===== config.mk =====
export PLATFORM = sky130hd
export DESIGN_NAME = button_click_longpress_repeat_unit_flat
export DESIGN_NICKNAME = d
export VERILOG_FILES = /design/src/rtl/btnlp_pkg.sv /design/src/rtl/btnlp_if.sv /design/src/rtl/btnlp_ctrl.sv /design/src/rtl/btnlp_datapath.sv /design/src/rtl/button_click_longpress_repeat_unit.sv /design/src/flat_wrapper.sv
export SDC_FILE = /design/constraint.sdc
export NUM_CORES = 1
export LEC_CHECK = 0
export ABC_CLOCK_PERIOD_IN_PS = 7500
export BUFFER_PORTS_ARGS = -buffer_cell sky130_fd_sc_hd__buf_4
export CAP_MARGIN = 20
export CORE_MARGIN = 2
export CORE_UTILIZATION = 65
export DETAILED_ROUTE_END_ITERATION = 10
export HOLD_SLACK_MARGIN = 0.1
export PLACE_DENSITY = 0.84
export SYNTH_ARGS = -nofsm -noshare
export SYNTH_HDL_FRONTEND = slang
export SYNTH_SLANG_ARGS = --single-unit

===== constraint.sdc =====
create_clock -name clock -period 7.5 [get_ports clock]
set_input_delay 1.5 -clock clock [delete_from_list [all_inputs] [get_ports clock]]
set_output_delay 1.5 -clock clock [all_outputs]
set_load 0.005 [all_outputs]

===== src/rtl/btnlp_pkg.sv =====
// ----------------------------------------------------------------------------
// btnlp_pkg: shared types and constants
// Event codes, register indexes, controller states and the command and
// status bundles between the controller and the datapath.
// ----------------------------------------------------------------------------
package btnlp_pkg;

   // field widths
   localparam int TimeWidth     = 32;
   localparam int DelayWidth    = 16;
   localparam int CountWidth    = 16;
   localparam int EventWidth    = 2;
   localparam int CsrIndexWidth = 8;
   localparam int CsrDataWidth  = 16;

   // divider sizing
   localparam int DivSteps    = TimeWidth;
   localparam int DivCntWidth = $clog2(DivSteps);

   // reset values of the configuration registers
   localparam logic [DelayWidth-1:0] LongPressReset = 16'd500;
   localparam logic [DelayWidth-1:0] RepeatReset    = 16'd250;

   // configuration register indexes
   localparam logic [CsrIndexWidth-1:0] RegLongPress = 8'd0;
   localparam logic [CsrIndexWidth-1:0] RegRepeat    = 8'd1;

   // event codes
   typedef enum logic [EventWidth-1:0] {
      EV_NONE   = 2'd0,
      EV_CLICK  = 2'd1,
      EV_LONG   = 2'd2,
      EV_REPEAT = 2'd3
   } event_type;

   // controller states
   typedef enum logic [1:0] {
      ST_IDLE   = 2'd0,
      ST_DECIDE = 2'd1,
      ST_DIVIDE = 2'd2,
      ST_COMMIT = 2'd3
   } state_type;

   // controller to datapath
   typedef struct packed {
      logic capture;
      logic div_start;
      logic div_step;
      logic commit;
   } cmd_type;

   // datapath to controller
   typedef struct packed {
      logic need_div;
      logic div_last;
   } status_type;

endpackage


===== src/rtl/btnlp_if.sv =====
// ----------------------------------------------------------------------------
// btnlp channel interfaces
// Valid/ready channels for key samples, events and register writes.
// ----------------------------------------------------------------------------

// key sample channel
interface btnlp_req_if;
   logic                                   valid;
   logic                                   ready;
   logic                                   pressed;
   logic [btnlp_pkg::TimeWidth-1:0]        now_ms;

   modport source (output valid, output pressed, output now_ms, input ready);
   modport sink   (input valid, input pressed, input now_ms, output ready);
endinterface

// event channel
interface btnlp_rsp_if;
   logic                                   valid;
   logic                                   ready;
   logic [btnlp_pkg::EventWidth-1:0]       event_res;

   modport source (output valid, output event_res, input ready);
   modport sink   (input valid, input event_res, output ready);
endinterface

// register write channel
interface btnlp_csr_if;
   logic                                   valid;
   logic                                   ready;
   logic [btnlp_pkg::CsrIndexWidth-1:0]    index;
   logic [btnlp_pkg::CsrDataWidth-1:0]     data;

   modport source (output valid, output index, output data, input ready);
   modport sink   (input valid, input index, input data, output ready);
endinterface


===== src/rtl/btnlp_ctrl.sv =====
// ----------------------------------------------------------------------------
// btnlp_ctrl: sequencing controller
// Accepts an item, runs the repeat divider when the hold needs it, then
// commits the decision into the output register.
// ----------------------------------------------------------------------------
module btnlp_ctrl (
   input  logic                   clock,
   input  logic                   reset,
   input  logic                   req_valid,
   output logic                   req_ready,
   output logic                   rsp_valid,
   input  logic                   rsp_ready,
   input  btnlp_pkg::status_type  status,
   output btnlp_pkg::cmd_type     cmd
);

   btnlp_pkg::state_type state_ff, state_in;
   logic                 rsp_valid_ff, rsp_valid_in;
   logic                 out_free;

   // output register can take a new item
   assign out_free = !rsp_valid_ff || rsp_ready;

   // next state
   always_comb begin
      state_in = state_ff;
      case (state_ff)
         btnlp_pkg::ST_IDLE: begin
            if (req_valid) state_in = btnlp_pkg::ST_DECIDE;
         end
         btnlp_pkg::ST_DECIDE: begin
            state_in = status.need_div ? btnlp_pkg::ST_DIVIDE : btnlp_pkg::ST_COMMIT;
         end
         btnlp_pkg::ST_DIVIDE: begin
            if (status.div_last) state_in = btnlp_pkg::ST_COMMIT;
         end
         btnlp_pkg::ST_COMMIT: begin
            if (out_free) state_in = btnlp_pkg::ST_IDLE;
         end
         default: state_in = btnlp_pkg::ST_IDLE;
      endcase
   end

   // outputs
   always_comb begin
      req_ready     = 1'b0;
      cmd           = '0;
      case (state_ff)
         btnlp_pkg::ST_IDLE: begin
            req_ready   = 1'b1;
            cmd.capture = req_valid;
         end
         btnlp_pkg::ST_DECIDE: begin
            cmd.div_start = status.need_div;
         end
         btnlp_pkg::ST_DIVIDE: begin
            cmd.div_step = 1'b1;
         end
         btnlp_pkg::ST_COMMIT: begin
            cmd.commit = out_free;
         end
         default: begin
            req_ready = 1'b0;
         end
      endcase
   end

   // result valid flag
   always_comb begin
      rsp_valid_in = rsp_valid_ff;
      if (rsp_valid_ff && rsp_ready) rsp_valid_in = 1'b0;
      if (cmd.commit) rsp_valid_in = 1'b1;
   end

   always_ff @(posedge clock) begin
      if (reset) begin
         state_ff     <= btnlp_pkg::ST_IDLE;
         rsp_valid_ff <= 1'b0;
      end else begin
         state_ff     <= state_in;
         rsp_valid_ff <= rsp_valid_in;
      end
   end

   assign rsp_valid = rsp_valid_ff;

endmodule


===== src/rtl/btnlp_datapath.sv =====
// ----------------------------------------------------------------------------
// btnlp_datapath: hold state, delay registers and repeat divider
// Keeps the press record, runs a restoring divide one quotient bit per
// cycle and forms the event on commit.
// ----------------------------------------------------------------------------
module btnlp_datapath (
   input  logic                                  clock,
   input  logic                                  reset,
   input  btnlp_pkg::cmd_type                    cmd,
   output btnlp_pkg::status_type                 status,
   input  logic                                  req_pressed,
   input  logic [btnlp_pkg::TimeWidth-1:0]       req_now_ms,
   input  logic                                  cfg_we,
   input  logic [btnlp_pkg::CsrIndexWidth-1:0]   cfg_index,
   input  logic [btnlp_pkg::CsrDataWidth-1:0]    cfg_data,
   output logic [btnlp_pkg::EventWidth-1:0]      event_res
);

   localparam int TW = btnlp_pkg::TimeWidth;
   localparam int DW = btnlp_pkg::DelayWidth;
   localparam int CW = btnlp_pkg::CountWidth;

   // configuration
   logic [DW-1:0] long_ff, rep_ff;

   // captured item
   logic          key_ff;
   logic [TW-1:0] now_ff;

   // press record
   logic          holding_ff, holding_in;
   logic [TW-1:0] start_ff, start_in;
   logic [CW-1:0] fire_ff, fire_in;

   // divider
   logic [DW-1:0]                     rem_ff, rem_in;
   logic [TW-1:0]                     quo_ff, quo_in;
   logic [btnlp_pkg::DivCntWidth-1:0] cnt_ff, cnt_in;
   logic [DW:0]                       rem_shift, rem_diff;
   logic                              rem_ge;
   logic [TW-1:0]                     since;

   // decision
   btnlp_pkg::event_type evt_ff, evt_in;
   logic [TW-1:0]        held;
   logic [CW-1:0]        expected;

   // register writes, unknown indexes ignored
   always_ff @(posedge clock) begin
      if (reset) begin
         long_ff <= btnlp_pkg::LongPressReset;
         rep_ff  <= btnlp_pkg::RepeatReset;
      end else if (cfg_we) begin
         if (cfg_index == btnlp_pkg::RegLongPress) long_ff <= cfg_data[DW-1:0];
         if (cfg_index == btnlp_pkg::RegRepeat)    rep_ff  <= cfg_data[DW-1:0];
      end
   end

   // item capture
   always_ff @(posedge clock) begin
      if (cmd.capture) begin
         key_ff <= req_pressed;
         now_ff <= req_now_ms;
      end
   end

   assign status.need_div = key_ff && holding_ff && (fire_ff != '0);

   // restoring divide step, zero divisor yields an all-ones quotient
   assign since     = now_ff - (start_ff + {{(TW-DW){1'b0}}, long_ff});
   assign rem_shift = {rem_ff, quo_ff[TW-1]};
   assign rem_diff  = rem_shift - {1'b0, rep_ff};
   assign rem_ge    = rem_shift >= {1'b0, rep_ff};

   always_comb begin
      rem_in = rem_ff;
      quo_in = quo_ff;
      cnt_in = cnt_ff;
      if (cmd.div_start) begin
         rem_in = '0;
         quo_in = since;
         cnt_in = '0;
      end else if (cmd.div_step) begin
         rem_in = rem_ge ? rem_diff[DW-1:0] : rem_shift[DW-1:0];
         quo_in = {quo_ff[TW-2:0], rem_ge};
         cnt_in = cnt_ff + 1'b1;
      end
   end

   always_ff @(posedge clock) begin
      rem_ff <= rem_in;
      quo_ff <= quo_in;
   end

   always_ff @(posedge clock) begin
      if (reset) cnt_ff <= '0;
      else       cnt_ff <= cnt_in;
   end

   assign status.div_last = (cnt_ff == btnlp_pkg::DivCntWidth'(btnlp_pkg::DivSteps - 1));

   // event decision and state update
   assign held     = now_ff - start_ff;
   assign expected = quo_ff[CW-1:0] + 1'b1;

   always_comb begin
      holding_in = holding_ff;
      start_in   = start_ff;
      fire_in    = fire_ff;
      evt_in     = btnlp_pkg::EV_NONE;
      if (!key_ff && !holding_ff) begin
         evt_in = btnlp_pkg::EV_NONE;
      end else if (key_ff && !holding_ff) begin
         // first press: record the start
         holding_in = 1'b1;
         start_in   = now_ff;
         fire_in    = '0;
      end else if (!key_ff) begin
         // release: click only when nothing fired
         holding_in = 1'b0;
         if (fire_ff == '0) evt_in = btnlp_pkg::EV_CLICK;
      end else if (fire_ff == '0) begin
         if (held >= {{(TW-DW){1'b0}}, long_ff}) begin
            fire_in = CW'(1);
            evt_in  = btnlp_pkg::EV_LONG;
         end
      end else if (fire_ff < expected) begin
         fire_in = fire_ff + 1'b1;
         evt_in  = btnlp_pkg::EV_REPEAT;
      end
   end

   always_ff @(posedge clock) begin
      if (reset) begin
         holding_ff <= 1'b0;
         start_ff   <= '0;
         fire_ff    <= '0;
      end else if (cmd.commit) begin
         holding_ff <= holding_in;
         start_ff   <= start_in;
         fire_ff    <= fire_in;
      end
   end

   // output payload register
   always_ff @(posedge clock) begin
      if (cmd.commit) evt_ff <= evt_in;
   end

   assign event_res = evt_ff;

endmodule


===== src/rtl/button_click_longpress_repeat_unit.sv =====
// ----------------------------------------------------------------------------
// button_click_longpress_repeat_unit: key click, long press and auto repeat
// Turns timestamped key samples into click, long-press and repeat events.
// ----------------------------------------------------------------------------
//
//  channel  dir  handshake     payload
//  req_if   in   valid/ready   pressed, now_ms
//  rsp_if   out  valid/ready   event_res
//  csr_if   in   valid/ready   index, data (0 long press delay, 1 repeat delay)
//
// an item passes through the decide and commit states, and through the
// 32-step restoring divider as well while a held key is past its long press
// synchronous active-high reset restores the delays to 500 and 250 ms and
// clears the hold record; register writes are always taken
// a waiting event sits in the output register while the next item enters;
// the commit stalls only when that register is still full
//
module button_click_longpress_repeat_unit (
   input  logic            clock,
   input  logic            reset,
   btnlp_req_if.sink       req_if,
   btnlp_rsp_if.source     rsp_if,
   btnlp_csr_if.sink       csr_if
);

   btnlp_pkg::cmd_type    cmd;
   btnlp_pkg::status_type status;

   // register writes never stall
   assign csr_if.ready = 1'b1;

   btnlp_ctrl u_ctrl (
      .clock     (clock),
      .reset     (reset),
      .req_valid (req_if.valid),
      .req_ready (req_if.ready),
      .rsp_valid (rsp_if.valid),
      .rsp_ready (rsp_if.ready),
      .status    (status),
      .cmd       (cmd)
   );

   btnlp_datapath u_datapath (
      .clock       (clock),
      .reset       (reset),
      .cmd         (cmd),
      .status      (status),
      .req_pressed (req_if.pressed),
      .req_now_ms  (req_if.now_ms),
      .cfg_we      (csr_if.valid),
      .cfg_index   (csr_if.index),
      .cfg_data    (csr_if.data),
      .event_res   (rsp_if.event_res)
   );

endmodule


===== src/flat_wrapper.sv =====
// flat-port wrapper written by rule: the top's interface ports become plain ports
module button_click_longpress_repeat_unit_flat 
  (clock, reset, req_if_valid, req_if_pressed, req_if_now_ms, req_if_ready, rsp_if_valid, rsp_if_event_res, rsp_if_ready, csr_if_valid, csr_if_index, csr_if_data, csr_if_ready);
  btnlp_req_if req_if_i ();
  btnlp_rsp_if rsp_if_i ();
  btnlp_csr_if csr_if_i ();
  input  logic clock;
  input  logic reset;
  input wire logic [$bits(req_if_i.valid)-1:0] req_if_valid;
  input wire logic [$bits(req_if_i.pressed)-1:0] req_if_pressed;
  input wire logic [$bits(req_if_i.now_ms)-1:0] req_if_now_ms;
  output wire logic [$bits(req_if_i.ready)-1:0] req_if_ready;
  output wire logic [$bits(rsp_if_i.valid)-1:0] rsp_if_valid;
  output wire logic [$bits(rsp_if_i.event_res)-1:0] rsp_if_event_res;
  input wire logic [$bits(rsp_if_i.ready)-1:0] rsp_if_ready;
  input wire logic [$bits(csr_if_i.valid)-1:0] csr_if_valid;
  input wire logic [$bits(csr_if_i.index)-1:0] csr_if_index;
  input wire logic [$bits(csr_if_i.data)-1:0] csr_if_data;
  output wire logic [$bits(csr_if_i.ready)-1:0] csr_if_ready;
  assign req_if_i.valid = req_if_valid;
  assign req_if_i.pressed = req_if_pressed;
  assign req_if_i.now_ms = req_if_now_ms;
  assign req_if_ready = req_if_i.ready;
  assign rsp_if_valid = rsp_if_i.valid;
  assign rsp_if_event_res = rsp_if_i.event_res;
  assign rsp_if_i.ready = rsp_if_ready;
  assign csr_if_i.valid = csr_if_valid;
  assign csr_if_i.index = csr_if_index;
  assign csr_if_i.data = csr_if_data;
  assign csr_if_ready = csr_if_i.ready;
  button_click_longpress_repeat_unit u_core (.clock(clock), .reset(reset), .req_if(req_if_i), .rsp_if(rsp_if_i), .csr_if(csr_if_i));
endmodule

[Yosys cells after proc, flatten, opt, wreduce, memory -nomap -nowiden]
Cells that the tools add are included.
Operators by class
  add/subtract/negate cells: 7
  magnitude comparators: 3
  equal/unequal tests: 10
  muxes and demuxes: 27
  bitwise logic cells: 1
  reductions and logical operators: 25
Operators with widths (count)
  $mux W16: 6
  $mux W32: 2
  $sub A32 B32 Y32: 2
  $add A16 B1 Y16 const B: 2
  $add A32 B16 Y32: 1
  $ge A32 B16 Y1: 1
  $ge A17 B16 Y1: 1
  $logic_not A16 Y1: 1
  $lt A16 B16 Y1: 1
  $reduce_bool A16 Y1: 1
  $sub A16 B16 Y16: 1
  $mux W2: 7
  $mux W1: 11
  $reduce_and A3 Y1: 3
  $eq A8 B1 Y1 const B: 1
  $logic_not A8 Y1: 1
  $pmux W2 S4: 1
  $reduce_bool A2 Y1: 3
  $add A5 B1 Y5 const B: 1
  $eq A5 B5 Y1 const B: 1
  $logic_and A1 B1 Y1: 5
  $reduce_and A5 Y1: 1
  $eq A2 B2 Y1 const B: 2
  $ne A2 B1 Y1 const B: 2
  other kinds (10): 15
Word-level totals
  register bits: 172
  input bits: 62
  output and inout bits: 5

[Longest topological paths before layout]
Gate-level depths: netlist of the first run.
  word-level depth: 6
  gate-level depth with buffers: 24
  depth with buffers taken out: 21

[By module]
A second synthesis of the first run with hierarchy kept.
Unflattened totals
  cell total of the unflattened synthesis: 1473
  area, all modules: 12938.7 um^2
By module, submodules not included
  btnlp_datapath: instances 1, cells each 1444, area each 12664.6 um^2, sequential area each 4053.9 um^2
  btnlp_ctrl: instances 1, cells each 27, area each 262.8 um^2, sequential area each 60.1 um^2
  button_click_longpress_repeat_unit: instances 1, cells each 2, area each 11.3 um^2, sequential area each 0.0 um^2

[Worst setup path before layout of the first run]
Ideal clock, no wire load.
  path kind: register -> register
  from: reg u_core.u_datapath.now_ff[5]
  to: reg u_core.u_datapath.fire_ff[11]
  setup time: 88 ps
  arrival: 4286 ps
  required time: 7412 ps
  slack: 3126 ps
  cell stages (with the launch flop): 22
  period minus slack after synthesis: 4374 ps
  path through: edfxtp_1 ha_1 nor3_1 or3_1 a31oi_4 or2_2 o21a_1 o21ai_0 nand2b_1 xor2_1 ha_1 a221o_1 a211oi_1 nand4_1 nor4_1 nand4_1 nor4_2 nand4_2 and3_1 buf_6 buf_6 a311oi_2
On the way
  word-level cells in the longest chain between the ends: 4
RTL lines
  start, declared: RTL line btnlp_datapath.sv:28  | logic [TW-1:0] now_ff;
  start signal, assigned: RTL line btnlp_datapath.sv:63  | now_ff <= req_now_ms;
  $sub A32 B32 Y32: RTL line btnlp_datapath.sv:103  | assign held = now_ff - start_ff;
  $ge A32 B16 Y1: RTL line btnlp_datapath.sv:123  | if (held >= {{(TW-DW){1'b0}}, long_ff}) begin
  $ne A3 B2 Y1 (no source line)
  $reduce_and A5 Y1 (no source line)
  end signal, assigned: RTL line btnlp_datapath.sv:141  | fire_ff <= fire_in;
  end, declared: RTL line btnlp_datapath.sv:33  | logic [CW-1:0] fire_ff, fire_in;
No other way between the ends.
A chain may end at the register's enable or synchronous reset.

[Worst setup path in the final report of the first run]
  from: reg u_core.u_datapath.now_ff[2]
  to: reg u_core.u_datapath.fire_ff[15]
The elaborated chain is that of the path after synthesis.

==> results by group, run 1 <==
GRT
  • Gr usage total: 0.302
  • Vias in the first global route: 9901
  • Largest net degree at the start of global routing: 80
  • Initial antenna violation count: 0
  • First-pass GRT wire length: 48.8 mm
  • GRT overflow: 0

Synthesis
  • EDFF count, synth: 67
  • Yosys reg bits: 172
  • Mapped Nets: about 1700
  • Count leader, synth: nand2_1
  • Synth top area cells: dfxtp_1 (17%), edfxtp_1 (16%), ha_1 (14%)
  • Synth area leader: dfxtp_1
  • Cells after Synth: 1476
  • Seq/Total Area, Yosys: 0.325
  • Top FF cell, synth: dfxtp_1
  • Ys Warns: 0
  • Post-synth ARST share: 0
  • Synth top cells by count: nand2_1 (181), inv_1 (154), ha_1 (139)
  • Mapped cell area: 12600 sq um
  • Mean area per synthesized cell: between 8 and 9 sq um
  • Synth cell types: 77
  • Yosys top cell area share: 0.166

Cells and area
  • Diodes inserted: 0
  • Nets: 1737
  • Core Util, Final: 0.723
  • Layout cells sized above 1: 0.0862
  • Area Overhead vs Synth: 10.2%

Timing
  • RSZ-0062 raised after global routing: no
  • Fin crit share: 0.689
  • Pins over their slew limit: 0
  • Final setup vio count: 0
  • Fin. Hold Viols: 0
  • Fin crit period: around 5200 ps
  • Setup TNS: 0 ps
  • Clk_skew: approximately 9.4 ps
  • Max transition margin: 0.278
  • Actual slew at the worst max-slew pin: ~1100 ps
  • Hold Worst Slack: approximately 460 ps
  • Max Fclk: slightly below 0.2 GHz

Clock network
  • CTS Buf Count: 17
  • Resized cells post-CTS: 0
  • CTS clk-pin slew, worst paths: 70 ps
  • Clock Path Buffers: 2
  • Hold-fix buffers, CTS: 0
  • CTS H-tree depth: 4
  • Worst-Skew Late Latency: 440 ps
  • CTS Root Cell: clkbuf_16
  • CTS tree: yes
  • Clk sinks: about 170
  • Setup Buffers After CTS: 0

Detailed routing
  • Routed Antenna Nets: 0
  • DRC: 0
  • Routed WL per cell: 17.2 microns
  • Via count: about 11000
  • Total wire length: between 30 and 40 mm
  • TritonRoute pass-1 iters: 5
  • Vias per Instance: slightly above 6
  • Initial DRC count: 738

Floorplanning
  • CORE AREA: about 19000 sq um
  • Die area: between 20000 and 25000 sq um
  • Die height: approximately 140 microns
  • Ports: 67
  • Width of the die: approximately 140 microns
  • Initial core utilization: 0.656
  • Row cnt: 51

Placed design
  • DP HPWL: between 20 and 25 mm
  • Final RePlAce weighted congestion: 0.975
  • Port Buffers: between 60 and 70

Pwr
  • LEAKAGE: around 0.0058 uW
  • PwrDens: around 290 nW/um^2
  • Worst VDD drop: 0.176 mV

Worst setup path
  • CP Launch Type: flop
  • CP Data Arrival Time: around 5500 ps
  • Critical path capture point type: flop
  • CP required: roughly 7800 ps
  • Crit path kind: reg2reg
  • Critical path fanouts, max: 16
  • Critical Path Slowest Stage Cell: nor4_2
  • CP Cell Sequence: ha_1, o211ai_1, a21o_1, a31oi_4, or2_2, o21a_1, o21ai_0, nand2b_1, xor2_1, ha_1, a221o_1, a211oi_1, nand4_1, nor4_1, nand4_1, nor4_2, nand4_2, and3_1, a311oi_2
  • Top delay family on crit path: simple AND/OR/NAND/NOR gates
  • WP buf/inv: 0
  • CP peak stage delay: about 470 ps

Job
  • MaxCap Viol Count: 0

Outcome
  • Run status: finished, final reports clean

Worst hold path
  • Hold WC Path Type: reg2reg
-- flip-flops by register name, indices dropped and copies added, names as in the netlist --
name,count
u_core.u_datapath.rep_ff,16
u_core.u_datapath.start_ff,32
u_core.u_datapath.now_ff,32
u_core.u_ctrl.rsp_valid,1
u_core.u_datapath.long_ff,16
u_core.u_datapath.key_ff,1
u_core.u_datapath.fire_ff,16
u_core.u_ctrl.state_ff,2
u_core.u_datapath.cnt_ff,5
u_core.u_datapath.event_res,2
u_core.u_datapath.holding_ff,1
u_core.u_datapath.rem_ff,16
u_core.u_datapath.quo_ff,32
-- routing by layer --
layer  vias to the layer above  global-route usage  routed length, microns
met5                         -                   0                       0
met4                         0               0.112                     981
met3                        59              0.0483                    2080
met2                       386               0.490                   14300
met1                      5074               0.408                   13500
li1                       5324                   -                       -
-- worst register-to-register path, cell delays in order (launching register included) --
cell      delay [ps]
edfxtp_1         440
ha_1             390
o211ai_1         230
a21o_1           170
a31oi_4          130
or2_2            340
o21a_1           190
o21ai_0          150
nand2b_1          80
xor2_1           140
ha_1             190
a221o_1          270
a211oi_1         270
nand4_1          140
nor4_1           310
nand4_1          160
nor4_2           470
nand4_2          180
and3_1           460
a311oi_2         360
-- final cells by class --
cell class	count	area (sq um)
clock inverters	14	146
fillers	1537	5340
well taps	265	332
repair buffers	74	567
multi-input cells	1098	7740
inverters	155	582
flip-flops and latches	172	4110
clock buffers	18	450
-- final timing paths --
check / from / end / slack (ps) / cells past startpoint
max: u_core.u_datapath.now_ff[2]$_DFFE_PP_ / u_core.u_datapath.fire_ff[15]$_SDFFE_PP0P_ / 2330 / 19
min reg2reg: u_core.u_datapath.start_ff[4]$_SDFFE_PP0P_ / u_core.u_datapath.start_ff[4]$_SDFFE_PP0P_ / 460 / 2
max reg2reg: u_core.u_datapath.now_ff[2]$_DFFE_PP_ / u_core.u_datapath.fire_ff[15]$_SDFFE_PP0P_ / 2330 / 19
min: u_core.u_datapath.start_ff[4]$_SDFFE_PP0P_ / u_core.u_datapath.start_ff[4]$_SDFFE_PP0P_ / 460 / 2
-- layout by cell type, fill, tap and decap left out, drive strengths merged, types with 12 or more instances in the layout --
cell type and n:
xnor2 38, ha 139, clkbuf 18, nand2b 21
o21ai 88, nor2 84, dfxtp 105, xor2 26
o31ai 19, nand4 25, nand3 32, a21o 19
mux2i 40, and3 21, buf 74, o211ai 18
nand2 182, fa 18, nor2b 14, nor3 32
or3 12, o21a 17, edfxtp 67, a21oi 133
inv 162, a311oi 14
-- kinds of logic (layout without fill, tap and decap cells) --
family | after synthesis | count (layout) | share of synthesized area
compound gates | 385 | 385 | 0.200
simple gates | 450 | 450 | 0.167
xor+xnor | 64 | 64 | 0.0443
flops | 172 | 172 | 0.325
other cells | 1 | 1 | 0.000297
buf+inv | 206 | 261 | 0.0641
mux | 41 | 41 | 0.0326
fa+ha+maj | 157 | 157 | 0.166
-- power breakdown --
group / leakage (uW) / switching [uW] / internal (uW) / total, uW
combinational: 0.00398 / 1110 / 774 / 1880
sequential: 0.00148 / 121 / 1170 / 1290
clock: 0.000295 / 434 / 464 / 898
total: 0.00575 / 1660 / 2410 / 4070
-- stage by stage --
step	setup WS (ps)	total power (uW)	instance area [sq um]	instances
after floorplan	3130	2700	12600	1476
final	2330	4070	13900	1796
after global routing	1960	4350	13900	1796
after global placement	2600	3080	13300	1762
after CTS	2360	4040	13900	1794
after detailed placement	2380	3130	13300	1762
Power figures use the tool's default switching activity.
==> run 2: changes to the inputs <==
- ABC_CLOCK_PERIOD_IN_PS: 7500 -> 4800
- CORE_UTILIZATION: 65 -> 63
- PLACE_DENSITY: 0.84 -> 0.82
- clock period: 7.5 -> 4.8 ns (I/O delays scaled with it)
==> run 2 against run 1 <==
  * Sequential power is 56% higher
  * Clock power up 53%
  * Critical path type unchanged
  * Via count rose by 0.20%
  * Global-route usage shrank 0.81 points
  * First-iteration DRC count grew 22%
  * Cell area increased by 1.4%
==> results by group, run 2 (same netlist as run 1, synthesis figures left out) <==
Outcome
  • Run status: finished, final reports clean (unchanged)

Cells and area
  • Most common cell after layout, fill and taps aside: nand2_1 (unchanged)
  • Most frequent cells in the layout: nand2_1 (181), inv_1 (154), a21oi_1 (131), ha_1 (131), dfxtp_1 (105) (was nand2_1 (181), inv_1 (154), ha_1 (139))
  • Final non-filler cell total: 1810 (was 1796)
  • Diodes inserted: 0 (unchanged)
  • Biggest regs: u_core.u_datapath.now_ff (32), u_core.u_datapath.quo_ff (32), u_core.u_datapath.start_ff (32) (unchanged)
  • Layout cells sized above 1: 0.104 (was 0.0862)
  • Area Overhead vs Synth: 11.7% (was 10.2%)
  • Nets: 1751 (was 1737)

Detailed routing
  • Routed WL per cell: 17.2 microns (about the same)
  • Via count: 10900 (was 10800)
  • Routed Antenna Nets: 0 (unchanged)
  • TritonRoute pass-1 iters: 5 (unchanged)
  • Initial DRC count: 899 (was 738)
  • DRC: 0 (unchanged)
  • Total wire length: 31.2 mm (was 30.8 mm)
  • Vias per Instance: 6.00 (was 6.04)

GRT
  • First-pass GRT wire length: 50.6 mm (was 48.8 mm)
  • Vias in the first global route: 10400 (was 9901)
  • Largest net degree at the start of global routing: 80 (unchanged)
  • Initial antenna violation count: 1 (was 0)
  • Gr usage total: 0.294 (was 0.302)
  • GRT overflow: 0 (unchanged)

Job
  • MaxCap Viol Count: 0 (unchanged)

Clock network
  • Clock Path Buffers: 2 (unchanged)
  • Worst-Skew Late Latency: 450 ps (was 440 ps)
  • Clk sinks: 172 (unchanged)
  • CTS tree: yes (unchanged)
  • CTS clk-pin slew, worst paths: 80 ps (was 70 ps)
  • CTS H-tree depth: 4 (unchanged)
  • CTS Buf Count: 17 (unchanged)
  • CTS Root Cell: clkbuf_16 (unchanged)

Timing
  • Actual slew at the worst max-slew pin: 972 ps (was 1080 ps)
  • Clk_skew: 12.1 ps (was 9.36 ps)
  • Final setup vio count: 0 (unchanged)
  • Max Fclk: 0.216 GHz (was 0.193 GHz)
  • Fin crit share: 0.962 (was 0.689)
  • Pins over their slew limit: 0 (unchanged)
  • Fin crit period: 4620 ps (was 5170 ps)
  • Fin. Hold Viols: 0 (unchanged)
  • Max transition margin: 0.351 (was 0.278)

Floorplanning
  • Initial core utilization: 0.645 (was 0.656)
  • Die height: 146 microns (was 143 microns)
  • Die area: 21200 sq um (was 20600 sq um)
  • Row cnt: 51 (unchanged)
  • CORE AREA: 19600 sq um (was 19300 sq um)
  • Width of the die: 146 microns (was 143 microns)
  • Ports: 67 (unchanged)

Worst setup path
  • Critical Path Slowest Stage Cell: edfxtp_1 (was nor4_2)
  • Critical path fanouts, max: 8 (was 16)
  • Crit path kind: reg2reg (unchanged)
  • CP required: 5150 ps (was 7840 ps)
  • CP peak stage delay: 450 ps (was 470 ps)
  • WP buf/inv: 0 (unchanged)
  • Most used cell, CP: nand4_1
  • Critical path capture point type: flop (unchanged)
  • CP Data Arrival Time: 4970 ps (was 5510 ps)
  • CP Launch Type: flop (unchanged)
  • CP Cell Sequence: ha_2, o211ai_1, or3_1, a31oi_4, or2_2, o21a_1, o21ai_1, nand2b_1, xor2_1, ha_1, a221o_1, a211oi_1, nand4_1, nor4_2, nand4_1, nor4_4, nand4_2, and3_4, a311oi_2 (was ha_1, o211ai_1, a21o_1, a31oi_4, or2_2, o21a_1, o21ai_0, nand2b_1, xor2_1, ha_1, a221o_1, a211oi_1, nand4_1, nor4_1, nand4_1, nor4_2, nand4_2, and3_1, a311oi_2)
  • Worst R2R Setup Slack: 180 ps (was 2330 ps)
  • Top delay family on crit path: simple AND/OR/NAND/NOR gates (unchanged)

Pwr
  • LEAKAGE: 0.00581 uW (was 0.00575 uW)
  • Total Power: 6400 uW (was 4070 uW)
  • Worst VDD drop: 0.304 mV (was 0.176 mV)
  • PwrDens: 453 nW/um^2 (was 292 nW/um^2)

Placed design
  • Final RePlAce weighted congestion: 0.972 (was 0.975)
  • Port Buffers: 65 (unchanged)
  • Dpl cells: 1773 (was 1762)
  • DP HPWL: 23.3 mm (was 23.0 mm)

Worst hold path
  • Hold WC Path Type: reg2reg (unchanged)
==> run 2: changes by cell type in the layout (fill, tap and decap cells not counted), moves of 2 or more <==
cell	before	now
a21oi_1	133	131
a21oi_2	0	2
and3_4	0	2
buf_4	72	86
clkinv_4	2	4
clkinvlp_4	0	2
ha_1	139	131
ha_2	0	4
ha_4	0	4
inv_6	4	1
==> run 2: path summary, 6_finish.rpt <==
| path | from | to | depth (start not counted) |
|---|---|---|---|
| max reg2reg | u_core.u_datapath.now_ff[8]$_DFFE_PP_ | u_core.u_datapath.fire_ff[15]$_SDFFE_PP0P_ | 19 |
| min | u_core.u_datapath.start_ff[4]$_SDFFE_PP0P_ | u_core.u_datapath.start_ff[4]$_SDFFE_PP0P_ | 2 |
| min reg2reg | u_core.u_datapath.start_ff[4]$_SDFFE_PP0P_ | u_core.u_datapath.start_ff[4]$_SDFFE_PP0P_ | 2 |
| max | u_core.u_datapath.now_ff[8]$_DFFE_PP_ | u_core.u_datapath.fire_ff[15]$_SDFFE_PP0P_ | 19 |
==> run 2: cell type report <==
| class | instances | area (sq um) |
|---|---|---|
| tap | 265 | 332 |
| clock buffer | 17 | 425 |
| clock inverter | 15 | 159 |
| sequential | 172 | 4110 |
| fill | 1506 | 5470 |
| inverter | 155 | 582 |
| multi-input combinational | 1099 | 7850 |
| timing repair buffer | 87 | 661 |
==> run 2: worst min-delay path: stages, from the launching register on <==
cell and delay, ps:
dfxtp_1 310, nand2_1 50, a21oi_1 50
==> run 2: report_power, final <==
group | internal (uW) | switching [uW] | leakage [uW]
clock network | 691 | 681 | 0.000279
registers | 1820 | 188 | 0.00148
logic | 1250 | 1770 | 0.00406
==> run 2: metrics by stage <==
| stage | TNS [ps] | hold slack (ps) | cell area, sq um | worst slack, ps | utilization |
|---|---|---|---|---|---|
| after floorplan | 0 | 436 | 12600 | 426 | - |
| after global placement | -96.6 | 442 | 13400 | -18.4 | 0.684 |
| after detailed placement | -3310 | 448 | 13400 | -250 | 0.684 |
| after CTS | 0 | 459 | 14000 | 35.0 | 0.714 |
| after global routing | -449 | 471 | 14100 | -66.5 | 0.721 |
| final | 0 | 456 | 14100 | 181 | 0.721 |
==> run 2: repair_timing <==
action / CTS / global route
gates cloned: 0 / 1
setup buffers: 0 / 3
hold buffers: 0 / 0
endpoints found under the hold margin: 0 / 0
endpoints found under the setup margin: 16 / 17
pin swaps: 0 / 4
resized for setup: 3 / 18
==> run 2: per-layer routing <==
layer	GRT usage	part of all wire
met4	0.108	0.031
met5	0	0
met3	0.0508	0.069
met2	0.477	0.45
met1	0.396	0.45
